--- config.mk ---
export PLATFORM = sky130hd
export DESIGN_NAME = protected_region_table_top
export DESIGN_NICKNAME = d
export VERILOG_FILES = /design/src/hw/rtl/prt_pkg.sv /design/src/hw/rtl/protected_region_table_top.sv /design/src/hw/rtl/prt_ctrl.sv /design/src/hw/rtl/prt_dpath.sv
export SDC_FILE = /design/constraint.sdc
export NUM_CORES = 2
export LEC_CHECK = 0
export ABC_AREA = 1
export BUFFER_PORTS_ARGS = -buffer_cell sky130_fd_sc_hd__buf_4
export CAP_MARGIN = 20
export CORE_MARGIN = 10
export CORE_UTILIZATION = 35
export CTS_CLUSTER_SIZE = 40
export DETAILED_ROUTE_END_ITERATION = 12
export GPL_TIMING_DRIVEN = 0
export HOLD_SLACK_MARGIN = 0.02
export PLACE_DENSITY = 0.58
export SYNTH_ARGS = -nofsm -noshare
export SYNTH_HDL_FRONTEND = slang
export SYNTH_HIERARCHICAL = 1
export SYNTH_SLANG_ARGS = --single-unit
--- constraint.sdc ---
create_clock -name clk -period 19.2 [get_ports clk]
set_input_delay 2.88 -clock clk [delete_from_list [all_inputs] [get_ports clk]]
set_output_delay 2.88 -clock clk [all_outputs]
set_load 0.03 [all_outputs]
--- src/hw/rtl/prt_pkg.sv ---
// Shared constants, types and codes for the protected region table.
// Used by the controller, the datapath, the top level and the checker.
`timescale 1ns / 1ps

package prt_pkg;

  // Table sizes.
  localparam int MAX_REGION_ENTRIES = 16;
  localparam int MAX_DESC_ENTRIES   = 16;

  // Field widths.
  localparam int ADDR_W    = 32;
  localparam int TAG_W     = 8;
  localparam int KIB_W     = 23;
  localparam int KIB_SHIFT = 10;
  localparam int BYTE_W    = KIB_W + KIB_SHIFT;
  localparam int IDX_W     = 4;
  localparam int USED_W    = 5;

  // Derived address and count widths.
  localparam int REG_AW  = (MAX_REGION_ENTRIES > 1) ? $clog2(MAX_REGION_ENTRIES) : 1;
  localparam int REG_CW  = $clog2(MAX_REGION_ENTRIES + 1);
  localparam int DESC_AW = (MAX_DESC_ENTRIES > 1) ? $clog2(MAX_DESC_ENTRIES) : 1;
  localparam int DESC_CW = $clog2(MAX_DESC_ENTRIES + 1);
  localparam int SCAN_CW = (REG_CW > DESC_CW) ? REG_CW : DESC_CW;

  typedef logic [REG_CW-1:0]  reg_cnt_t;
  typedef logic [DESC_CW-1:0] desc_cnt_t;
  typedef logic [SCAN_CW-1:0] scan_cnt_t;
  typedef logic [BYTE_W-1:0]  wide_t;
  typedef logic [IDX_W-1:0]   idx_t;
  typedef logic [USED_W-1:0]  used_t;

  // Command codes.
  typedef enum logic [1:0] {
    CMD_LOAD   = 2'd0,
    CMD_CLEAR  = 2'd1,
    CMD_ADD    = 2'd2,
    CMD_REMOVE = 2'd3
  } command_t;

  // Result status codes.
  typedef enum logic [2:0] {
    ST_OK       = 3'd0,
    ST_FULL     = 3'd1,
    ST_ORDER    = 3'd2,
    ST_RESERVED = 3'd3,
    ST_NOFIT    = 3'd4,
    ST_OVERLAP  = 3'd5,
    ST_NOTFOUND = 3'd6,
    ST_DESCFULL = 3'd7
  } status_t;

  // Datapath operations issued by the controller.
  typedef enum logic [3:0] {
    OP_NONE,
    OP_LATCH,
    OP_DESC_WRITE,
    OP_DESC_CLEAR,
    OP_SCAN_INIT,
    OP_SCAN,
    OP_SHIFT_INIT,
    OP_APPEND,
    OP_DROP,
    OP_RESPOND
  } op_t;

  // Which table a scan walks and what each visited entry is tested for.
  typedef enum logic [1:0] {
    SEL_DESC,
    SEL_OVERLAP,
    SEL_TAG,
    SEL_SHIFT
  } sel_t;

  // One input transfer.
  typedef struct packed {
    command_t              command;
    logic [TAG_W-1:0]      region_tag;
    logic [ADDR_W-1:0]     start_addr;
    logic [ADDR_W-1:0]     end_addr;
    logic                  desc_conventional;
    logic [KIB_W-1:0]      desc_low_kib;
    logic [KIB_W-1:0]      desc_high_kib;
  } request_t;

  // One result transfer.
  typedef struct packed {
    status_t status;
    idx_t    conflict_index;
    used_t   regions_used;
  } result_t;

  // Stored region entry.
  typedef struct packed {
    logic [ADDR_W-1:0] base_addr;
    logic [ADDR_W-1:0] limit_addr;
    logic [TAG_W-1:0]  tag;
  } region_t;

  // Stored memory descriptor.
  typedef struct packed {
    logic             conventional;
    logic [KIB_W-1:0] low_kib;
    logic [KIB_W-1:0] high_kib;
  } desc_t;

  // Controller to datapath.
  typedef struct packed {
    op_t     op;
    sel_t    sel;
    logic    set_status;
    status_t status;
    logic    idx_from_eval;
  } ctrl_cmd_t;

  // Datapath to controller.
  typedef struct packed {
    command_t command;
    logic     desc_full;
    logic     reg_full;
    logic     bad_order;
    logic     desc_empty;
    logic     hit;
    logic     scan_done;
    logic     fits;
  } dp_stat_t;

endpackage

--- src/hw/rtl/protected_region_table_top.sv ---
// Protected region table: a command is taken when start is high and busy
// is low (busy is also high while reset is held), and its single result is
// shown for exactly one cycle with done high; the receiver cannot stall, so
// it must capture the result in that cycle. One command is handled at a
// time. Each table has one read port and is walked one entry per cycle.
// A load or clear, and an add refused as full or out of order, goes
// straight from dispatch to the response; an add that passes walks the
// D descriptors and then the R stored regions, and stops early on a
// conflict or when no descriptor fits; for a remove, the search and the
// compaction together visit each stored region once. There is no
// clearing pass after reset.
// Depends on prt_pkg, prt_ctrl and prt_dpath.
`timescale 1ns / 1ps

module protected_region_table_top (
  input  logic               clk,
  input  logic               rst,
  input  logic               start,
  input  prt_pkg::request_t  request,
  output logic               busy,
  output logic               done,
  output prt_pkg::result_t   result
);

  prt_pkg::ctrl_cmd_t ctrl;
  prt_pkg::dp_stat_t  stat;

  // Sequencer.
  prt_ctrl u_ctrl (
    .clk   (clk),
    .rst   (rst),
    .start (start),
    .stat  (stat),
    .busy  (busy),
    .ctrl  (ctrl)
  );

  // Tables, scan engine and result register.
  prt_dpath u_dpath (
    .clk     (clk),
    .rst     (rst),
    .request (request),
    .ctrl    (ctrl),
    .stat    (stat),
    .result  (result),
    .done    (done)
  );

endmodule

--- src/hw/rtl/prt_ctrl.sv ---
// Controller state machine for the protected region table.
// Depends on prt_pkg; drives the datapath through ctrl_cmd_t.
`timescale 1ns / 1ps

module prt_ctrl (
  input  logic                clk,
  input  logic                rst,
  input  logic                start,
  input  prt_pkg::dp_stat_t   stat,
  output logic                busy,
  output prt_pkg::ctrl_cmd_t  ctrl
);

  typedef enum logic [6:0] {
    S_IDLE     = 7'b0000001,
    S_DISPATCH = 7'b0000010,
    S_DSCAN    = 7'b0000100,
    S_RSCAN    = 7'b0001000,
    S_FSCAN    = 7'b0010000,
    S_SHIFT    = 7'b0100000,
    S_RESP     = 7'b1000000
  } state_t;

  state_t state;
  state_t state_next;

  // State register.
  always_ff @(posedge clk) begin
    if (rst) begin
      state <= S_IDLE;
    end else begin
      state <= state_next;
    end
  end

  // No command is taken while reset is held.
  assign busy = rst || (state != S_IDLE);

  // Next state and datapath commands.
  always_comb begin
    state_next = state;
    ctrl = '{op: prt_pkg::OP_NONE, sel: prt_pkg::SEL_DESC, set_status: 1'b0,
             status: prt_pkg::ST_OK, idx_from_eval: 1'b0};
    case (state)
      S_IDLE: begin
        if (start) begin
          ctrl.op    = prt_pkg::OP_LATCH;
          state_next = S_DISPATCH;
        end
      end
      S_DISPATCH: begin
        ctrl.set_status = 1'b1;
        state_next      = S_RESP;
        case (stat.command)
          prt_pkg::CMD_LOAD: begin
            if (stat.desc_full) begin
              ctrl.status = prt_pkg::ST_DESCFULL;
            end else begin
              ctrl.op = prt_pkg::OP_DESC_WRITE;
            end
          end
          prt_pkg::CMD_CLEAR: begin
            ctrl.op = prt_pkg::OP_DESC_CLEAR;
          end
          prt_pkg::CMD_ADD: begin
            if (stat.reg_full) begin
              ctrl.status = prt_pkg::ST_FULL;
            end else if (stat.bad_order) begin
              ctrl.status = prt_pkg::ST_ORDER;
            end else begin
              ctrl.set_status = 1'b0;
              ctrl.op         = prt_pkg::OP_SCAN_INIT;
              state_next      = stat.desc_empty ? S_RSCAN : S_DSCAN;
            end
          end
          prt_pkg::CMD_REMOVE: begin
            ctrl.set_status = 1'b0;
            ctrl.op         = prt_pkg::OP_SCAN_INIT;
            state_next      = S_FSCAN;
          end
          default: begin
            ctrl.status = prt_pkg::ST_OK;
          end
        endcase
      end
      // Descriptor walk: a reserved overlap ends it at once.
      S_DSCAN: begin
        ctrl.sel = prt_pkg::SEL_DESC;
        if (stat.hit) begin
          ctrl.set_status    = 1'b1;
          ctrl.status        = prt_pkg::ST_RESERVED;
          ctrl.idx_from_eval = 1'b1;
          state_next         = S_RESP;
        end else if (stat.scan_done) begin
          if (stat.fits) begin
            ctrl.op    = prt_pkg::OP_SCAN_INIT;
            state_next = S_RSCAN;
          end else begin
            ctrl.set_status = 1'b1;
            ctrl.status     = prt_pkg::ST_NOFIT;
            state_next      = S_RESP;
          end
        end else begin
          ctrl.op = prt_pkg::OP_SCAN;
        end
      end
      // Region walk for overlap; append when none is found.
      S_RSCAN: begin
        ctrl.sel = prt_pkg::SEL_OVERLAP;
        if (stat.hit) begin
          ctrl.set_status    = 1'b1;
          ctrl.status        = prt_pkg::ST_OVERLAP;
          ctrl.idx_from_eval = 1'b1;
          state_next         = S_RESP;
        end else if (stat.scan_done) begin
          ctrl.op         = prt_pkg::OP_APPEND;
          ctrl.set_status = 1'b1;
          state_next      = S_RESP;
        end else begin
          ctrl.op = prt_pkg::OP_SCAN;
        end
      end
      // Region walk for the tag to remove.
      S_FSCAN: begin
        ctrl.sel = prt_pkg::SEL_TAG;
        if (stat.hit) begin
          ctrl.op    = prt_pkg::OP_SHIFT_INIT;
          state_next = S_SHIFT;
        end else if (stat.scan_done) begin
          ctrl.set_status = 1'b1;
          ctrl.status     = prt_pkg::ST_NOTFOUND;
          state_next      = S_RESP;
        end else begin
          ctrl.op = prt_pkg::OP_SCAN;
        end
      end
      // Move the entries above the removed one down by one place.
      S_SHIFT: begin
        ctrl.sel = prt_pkg::SEL_SHIFT;
        if (stat.scan_done) begin
          ctrl.op         = prt_pkg::OP_DROP;
          ctrl.set_status = 1'b1;
          state_next      = S_RESP;
        end else begin
          ctrl.op = prt_pkg::OP_SCAN;
        end
      end
      S_RESP: begin
        ctrl.op    = prt_pkg::OP_RESPOND;
        state_next = S_IDLE;
      end
      default: begin
        state_next = S_IDLE;
      end
    endcase
  end

endmodule

--- src/hw/rtl/prt_dpath.sv ---
// Datapath for the protected region table: both tables, the scan engine
// and the result register. Depends on prt_pkg; commanded by prt_ctrl.
`timescale 1ns / 1ps

module prt_dpath (
  input  logic                clk,
  input  logic                rst,
  input  prt_pkg::request_t   request,
  input  prt_pkg::ctrl_cmd_t  ctrl,
  output prt_pkg::dp_stat_t   stat,
  output prt_pkg::result_t    result,
  output logic                done
);

  prt_pkg::request_t  req;
  prt_pkg::desc_cnt_t desc_count;
  prt_pkg::reg_cnt_t  reg_count;
  prt_pkg::scan_cnt_t ptr;
  prt_pkg::scan_cnt_t eval_idx;
  logic               eval_valid;
  logic               fits;
  prt_pkg::status_t   status_code;
  prt_pkg::scan_cnt_t conflict;

  prt_pkg::desc_t     desc_mem [prt_pkg::MAX_DESC_ENTRIES];
  prt_pkg::region_t   reg_mem  [prt_pkg::MAX_REGION_ENTRIES];
  prt_pkg::desc_t     desc_q;
  prt_pkg::region_t   reg_q;

  prt_pkg::scan_cnt_t limit;
  logic               issue;
  logic               scan_op;
  prt_pkg::wide_t     s_w, e_w, lo_w, hi_w;
  logic               start_in_desc, end_in_desc, desc_contain, desc_overlap;
  logic               reg_overlap, tag_match;
  logic               reg_we;
  logic [prt_pkg::REG_AW-1:0] reg_waddr;
  prt_pkg::region_t   reg_wdata;
  prt_pkg::scan_cnt_t shift_idx;

  // Scan limit and issue condition.
  assign limit   = (ctrl.sel == prt_pkg::SEL_DESC) ? prt_pkg::scan_cnt_t'(desc_count)
                                                   : prt_pkg::scan_cnt_t'(reg_count);
  assign issue   = (ptr < limit);
  assign scan_op = (ctrl.op == prt_pkg::OP_SCAN);

  // Descriptor tests at byte granularity, wide enough not to wrap.
  assign s_w  = prt_pkg::wide_t'(req.start_addr);
  assign e_w  = prt_pkg::wide_t'(req.end_addr);
  assign lo_w = prt_pkg::wide_t'(desc_q.low_kib) << prt_pkg::KIB_SHIFT;
  assign hi_w = prt_pkg::wide_t'(desc_q.high_kib) << prt_pkg::KIB_SHIFT;
  assign start_in_desc = (s_w >= lo_w) && (s_w < hi_w);
  assign end_in_desc   = (e_w > lo_w) && (e_w <= hi_w);
  assign desc_contain  = start_in_desc && end_in_desc;
  assign desc_overlap  = start_in_desc || end_in_desc || ((s_w < lo_w) && (e_w > hi_w));

  // Region tests; an end equal to a stored start counts as overlap.
  assign reg_overlap =
      ((req.start_addr >= reg_q.base_addr) && (req.start_addr < reg_q.limit_addr)) ||
      ((req.end_addr >= reg_q.base_addr) && (req.end_addr <= reg_q.limit_addr)) ||
      ((req.start_addr < reg_q.base_addr) && (req.end_addr > reg_q.base_addr));
  assign tag_match = (reg_q.tag == req.region_tag);

  // Status toward the controller.
  always_comb begin
    stat.command    = req.command;
    stat.desc_full  = (desc_count == prt_pkg::desc_cnt_t'(prt_pkg::MAX_DESC_ENTRIES));
    stat.reg_full   = (reg_count == prt_pkg::reg_cnt_t'(prt_pkg::MAX_REGION_ENTRIES));
    stat.bad_order  = (req.start_addr >= req.end_addr);
    stat.desc_empty = (desc_count == '0);
    stat.scan_done  = !issue && !eval_valid;
    stat.fits       = fits;
    case (ctrl.sel)
      prt_pkg::SEL_DESC:    stat.hit = eval_valid && !desc_q.conventional && desc_overlap;
      prt_pkg::SEL_OVERLAP: stat.hit = eval_valid && reg_overlap;
      prt_pkg::SEL_TAG:     stat.hit = eval_valid && tag_match;
      default:              stat.hit = 1'b0;
    endcase
  end

  // Region table write port: append at the end, or move an entry down.
  assign shift_idx = eval_idx - prt_pkg::scan_cnt_t'(1);
  always_comb begin
    reg_we    = 1'b0;
    reg_waddr = reg_count[prt_pkg::REG_AW-1:0];
    reg_wdata = '{base_addr: req.start_addr, limit_addr: req.end_addr,
                  tag: req.region_tag};
    if (ctrl.op == prt_pkg::OP_APPEND) begin
      reg_we = 1'b1;
    end else if (scan_op && (ctrl.sel == prt_pkg::SEL_SHIFT) && eval_valid) begin
      reg_we    = 1'b1;
      reg_waddr = shift_idx[prt_pkg::REG_AW-1:0];
      reg_wdata = reg_q;
    end
  end

  // Region table, one write and one registered read per cycle.
  always_ff @(posedge clk) begin
    if (reg_we) begin
      reg_mem[reg_waddr] <= reg_wdata;
    end
    reg_q <= reg_mem[ptr[prt_pkg::REG_AW-1:0]];
  end

  // Descriptor table, one write and one registered read per cycle.
  always_ff @(posedge clk) begin
    if (ctrl.op == prt_pkg::OP_DESC_WRITE) begin
      desc_mem[desc_count[prt_pkg::DESC_AW-1:0]] <= '{
          conventional: req.desc_conventional,
          low_kib:      req.desc_low_kib,
          high_kib:     req.desc_high_kib};
    end
    desc_q <= desc_mem[ptr[prt_pkg::DESC_AW-1:0]];
  end

  // Request latch and scan index for the entry under test.
  always_ff @(posedge clk) begin
    if (ctrl.op == prt_pkg::OP_LATCH) begin
      req <= request;
    end
    if (scan_op && issue) begin
      eval_idx <= ptr;
    end
  end

  // Counts, scan pointer and fit flag.
  always_ff @(posedge clk) begin
    if (rst) begin
      desc_count <= '0;
      reg_count  <= '0;
      ptr        <= '0;
      eval_valid <= 1'b0;
      fits       <= 1'b0;
    end else begin
      case (ctrl.op)
        prt_pkg::OP_DESC_WRITE: begin
          desc_count <= desc_count + prt_pkg::desc_cnt_t'(1);
        end
        prt_pkg::OP_DESC_CLEAR: begin
          desc_count <= '0;
        end
        prt_pkg::OP_SCAN_INIT: begin
          ptr        <= '0;
          eval_valid <= 1'b0;
          fits       <= 1'b0;
        end
        prt_pkg::OP_SCAN: begin
          if (issue) begin
            ptr <= ptr + prt_pkg::scan_cnt_t'(1);
          end
          eval_valid <= issue;
          if ((ctrl.sel == prt_pkg::SEL_DESC) && eval_valid && desc_q.conventional &&
              desc_contain) begin
            fits <= 1'b1;
          end
        end
        prt_pkg::OP_SHIFT_INIT: begin
          ptr        <= eval_idx + prt_pkg::scan_cnt_t'(1);
          eval_valid <= 1'b0;
        end
        prt_pkg::OP_APPEND: begin
          reg_count <= reg_count + prt_pkg::reg_cnt_t'(1);
        end
        prt_pkg::OP_DROP: begin
          reg_count <= reg_count - prt_pkg::reg_cnt_t'(1);
        end
        default: begin
        end
      endcase
    end
  end

  // Status and conflict index of the command in progress.
  always_ff @(posedge clk) begin
    if (ctrl.set_status) begin
      status_code <= ctrl.status;
      conflict    <= ctrl.idx_from_eval ? eval_idx : '0;
    end
  end

  // Result register and its one-cycle strobe.
  always_ff @(posedge clk) begin
    if (ctrl.op == prt_pkg::OP_RESPOND) begin
      result <= '{status:         status_code,
                  conflict_index: prt_pkg::idx_t'(conflict),
                  regions_used:   prt_pkg::used_t'(reg_count)};
    end
  end

  always_ff @(posedge clk) begin
    if (rst) begin
      done <= 1'b0;
    end else begin
      done <= (ctrl.op == prt_pkg::OP_RESPOND);
    end
  end

endmodule

==> impl_metrics.yaml <==
sta:
  hold_viol: 0
  fmax_mhz: 128
  relSlewSlack_pct: 19.0
  period_needed_ns: 7.84
  worst_hold_slack_ns: 0.420
  setup_viol_count_final: 0
  finalCritPeriodShare_pct: 40.8
  tightest_slew_ns: 1.21
  final_max_slew_viol_count: 0
  fin_tns_setup_ns: 0
  fin_skew_ns: 0.0775
  rsz0062_at_grt: "no"
power_and_ir_drop:
  irDropWorstVdd_uv: 84.2
  swShare_pct: 21.8
  pwr-share-seq_pct: 53.4
  comb_power_share_pct: 2.8
  power.leakage_nw: 34.9
  p_int_mw: 7.95
  p_clk_share_pct: 43.7
  power.density_nw_per_um2: 96.4
  p_sw_mw: 2.21
global_route:
  grt_pass1_wl_um: 439000
  antenna_found_initial: 18
  grt_pass1_vias: 57900
  grt_overflow_total: 0
  grt_max_degree: 33
  grt.total_usage_pct: 22.0
route:
  routed_via_density: 5.68
  wirelength_um: 318000
  avgRoutedWirePerCell_um: 30.2
  ant_nets: 0
  route.detailed.drc: 0
  dr.pass1.iters: 6
  vias: 59800
  drt_iter0_drc: 8073
final_layout:
  area_delta_synth_final_pct: 17.6
  finalNonFillerCells: 10500
  fin_util_pct: 41.4
  drive_gt1_share_pct: 12.3
  nNetsFinal: 7331
cts:
  clk_latency_ns: 0.90
  cts_buffer_depth: 3
  cts_buffers: 226
  cts.sinks: 2193
  hold_buffers: 0
  cts.clk_slew.worst_paths_ns: 0.06
  clockRootBuffer: "clkbuf_16"
  cts.htree.levels: 4
  cts_tree: "built"
  cts_setup_buffers: 0
  post_cts_resized: 0
yosys:
  synth_area_leaders: "edfxtp_1 (69%), mux2i_1 (4.2%), ha_1 (3.7%)"
  yosysTopAreaCellShare_pct: 68.6
  synth.avg_cell_area_um2: 14.0
  yosysWarnings: 6
  synth_compound_area_share_pct: 9.86
  ys.flop_type: "edfxtp_1"
  syn_nets: 6800
  synth-adder-area-share_pct: 3.68
  synth_xor_area_share_pct: 0.117
  synthMuxAreaShare_pct: 4.25
  synth_top_family_by_area: "compound AO/OA/AOI/OAI gates"
  syn_area_um2: 89700
  synth_most_common_cell: "edfxtp_1"
  syn_inst: 6413
  synth-async-reset-ratio_pct: 0
  seq_area_frac_synth_pct: 71.8
  synth_commonest_cells: "edfxtp_1 (2049), nor2_1 (797), o21ai_0 (608), nand2_1 (470), mux2i_1 (374)"
  synthSimpleGateAreaFrac_pct: 7.11
  ys_ff_latch: 2193
  synth_edf_count: 2049
  yosys.area.top_type: "edfxtp_1"
  ys_types: 53
placed_design:
  place.gp.congestion: 0.909
  place.detailed.hpwl_um: 224000
  io_buffer_count: 137
  dp.cells: 10100
hold_path:
  hold_class: "reg -> reg"
worst_setup_path:
  arrival_ns: 8.37
  crit_path_end_kind: "register"
  crit_required_ns: 19.72
  cp_slowest_cell: "nor2_4"
  crit_type: "reg -> reg"
  path_common_cell: "nand2_1"
  crit_path_max_fanout: 21
  max_stage_delay_ns: 0.84
  setup.worst_path.start_class: "register"
floorplan:
  die_y_um: 526
  initial_core_util_pct: 35.2
  ios: 138
  die_w_um: 526
  row_count: 185
  coreArea_um2: 255000
  die_area_um2: 277000
outcome:
  status: "finished, final reports clean"
run:
  cap_violations: 0
## layer usage
metal	GRT usage (%)	routed length [um]
met4	10.5	16900
met3	5.45	33800
met1	28.2	122000
met5	0.171	102
met2	35.0	145000
## stage by stage
step,setup WS [ns],power (mW),area [um2]
4_1_cts,11.71,10.2,105000
3_3_place_gp,4.88,5.79,94900
5_1_grt,11.30,10.5,105000
2_1_floorplan,10.09,5.60,89700
3_5_place_dp,11.78,5.81,97800
6_report,11.36,10.2,105000
## power groups by stage
stage | registers, mW | clock network, mW | logic, mW
floorplan | 5.45 | 0 | 0.151
global placement | 5.54 | 0 | 0.244
detailed placement | 5.53 | 0 | 0.279
CTS | 5.43 | 4.50 | 0.281
global route | 5.43 | 4.70 | 0.318
finish | 5.43 | 4.45 | 0.287
## flip-flops by register name (all words and copies together) (netlist names), 2 cells and up
register             flops
u_ctrl/state             7
u_dpath/conflict         4
u_dpath/desc_count       5
u_dpath/desc_mem       752
u_dpath/desc_q          47
u_dpath/e_w             32
u_dpath/eval_idx         5
u_dpath/ptr              5
u_dpath/reg_count        5
u_dpath/reg_mem       1152
u_dpath/reg_q           72
u_dpath/req             87
u_dpath/result          12
u_dpath/stat             2
u_dpath/status_code      3
## worst max-delay path, delay by kind of cell, from the launching register on
family | cells | cell delay (ns)
flip-flops | 1 | 0.77
AO/OA/AOI/OAI | 3 | 0.43
AND/OR/NAND/NOR | 18 | 4.12
buffers and inverters | 8 | 1.61
adder cells (fa/ha/maj) | 1 | 0.49
## final cells by class
| type | count | area (um2) |
|---|---|---|
| antenna | 8 | 20.0 |
| buffer | 376 | 1850 |
| clock buffer | 313 | 6310 |
| fill | 23100 | 149000 |
| tap | 3366 | 4210 |
| clock inverter | 116 | 1240 |
| sequential | 2193 | 64400 |
| multi-input combinational | 3577 | 22700 |
| inverter | 267 | 1010 |
| timing repair buffer | 303 | 3710 |
## kinds of logic (layout without fill, tap and decap cells)
| group | count (synthesis) | after routing |
|---|---|---|
| buffers and inverters | 643 | 1375 |
| XOR/XNOR | 12 | 12 |
| multiplexers | 380 | 380 |
| AND/OR/NAND/NOR | 1564 | 1564 |
| flip-flops | 2193 | 2193 |
| AO/OA/AOI/OAI | 1358 | 1358 |
| adder cells (fa/ha/maj) | 263 | 263 |
| other | 0 | 8 |
## cells in the final DEF, fill, tap and decap left out, types with 18 or more instances in the layout
master     instances
edfxtp_1        2049
o21ai_0          559
nand4_1           34
nor2_4            37
buf_4            195
mux2i_1          374
buf_6             46
o22ai_1           19
clkbuf_8          29
nor2_1           764
nand2_1          470
clkinv_2          43
o211ai_1          92
dfxtp_1          144
clkbuf_1         276
ha_1             262
buf_12            72
a21oi_1          142
clkinv_1          23
buf_16            19
nor3_1            32
buf_2             83
clkbuf_16        228
o221ai_1         373
nand3_1          197
o21ai_1           58
inv_1            251
bufinv_16         18
o32ai_1           86
## path summary, 6_finish.rpt
check | depth (start not counted) | to | startpoint | slack, ns
max | 30 | u_dpath/reg_mem[9][50]$_DFFE_PP_ | u_dpath/e_w[31]$_DFFE_PN_ | 11.36
min | 0 | u_dpath/result[8]$_DFFE_PP_ | u_dpath/conflict[3]$_SDFFCE_PN0P_ | 0.42
max reg2reg | 30 | u_dpath/reg_mem[9][50]$_DFFE_PP_ | u_dpath/e_w[31]$_DFFE_PN_ | 11.36
min reg2reg | 0 | u_dpath/result[8]$_DFFE_PP_ | u_dpath/conflict[3]$_SDFFCE_PN0P_ | 0.42
(Power assumes the default switching activity.)
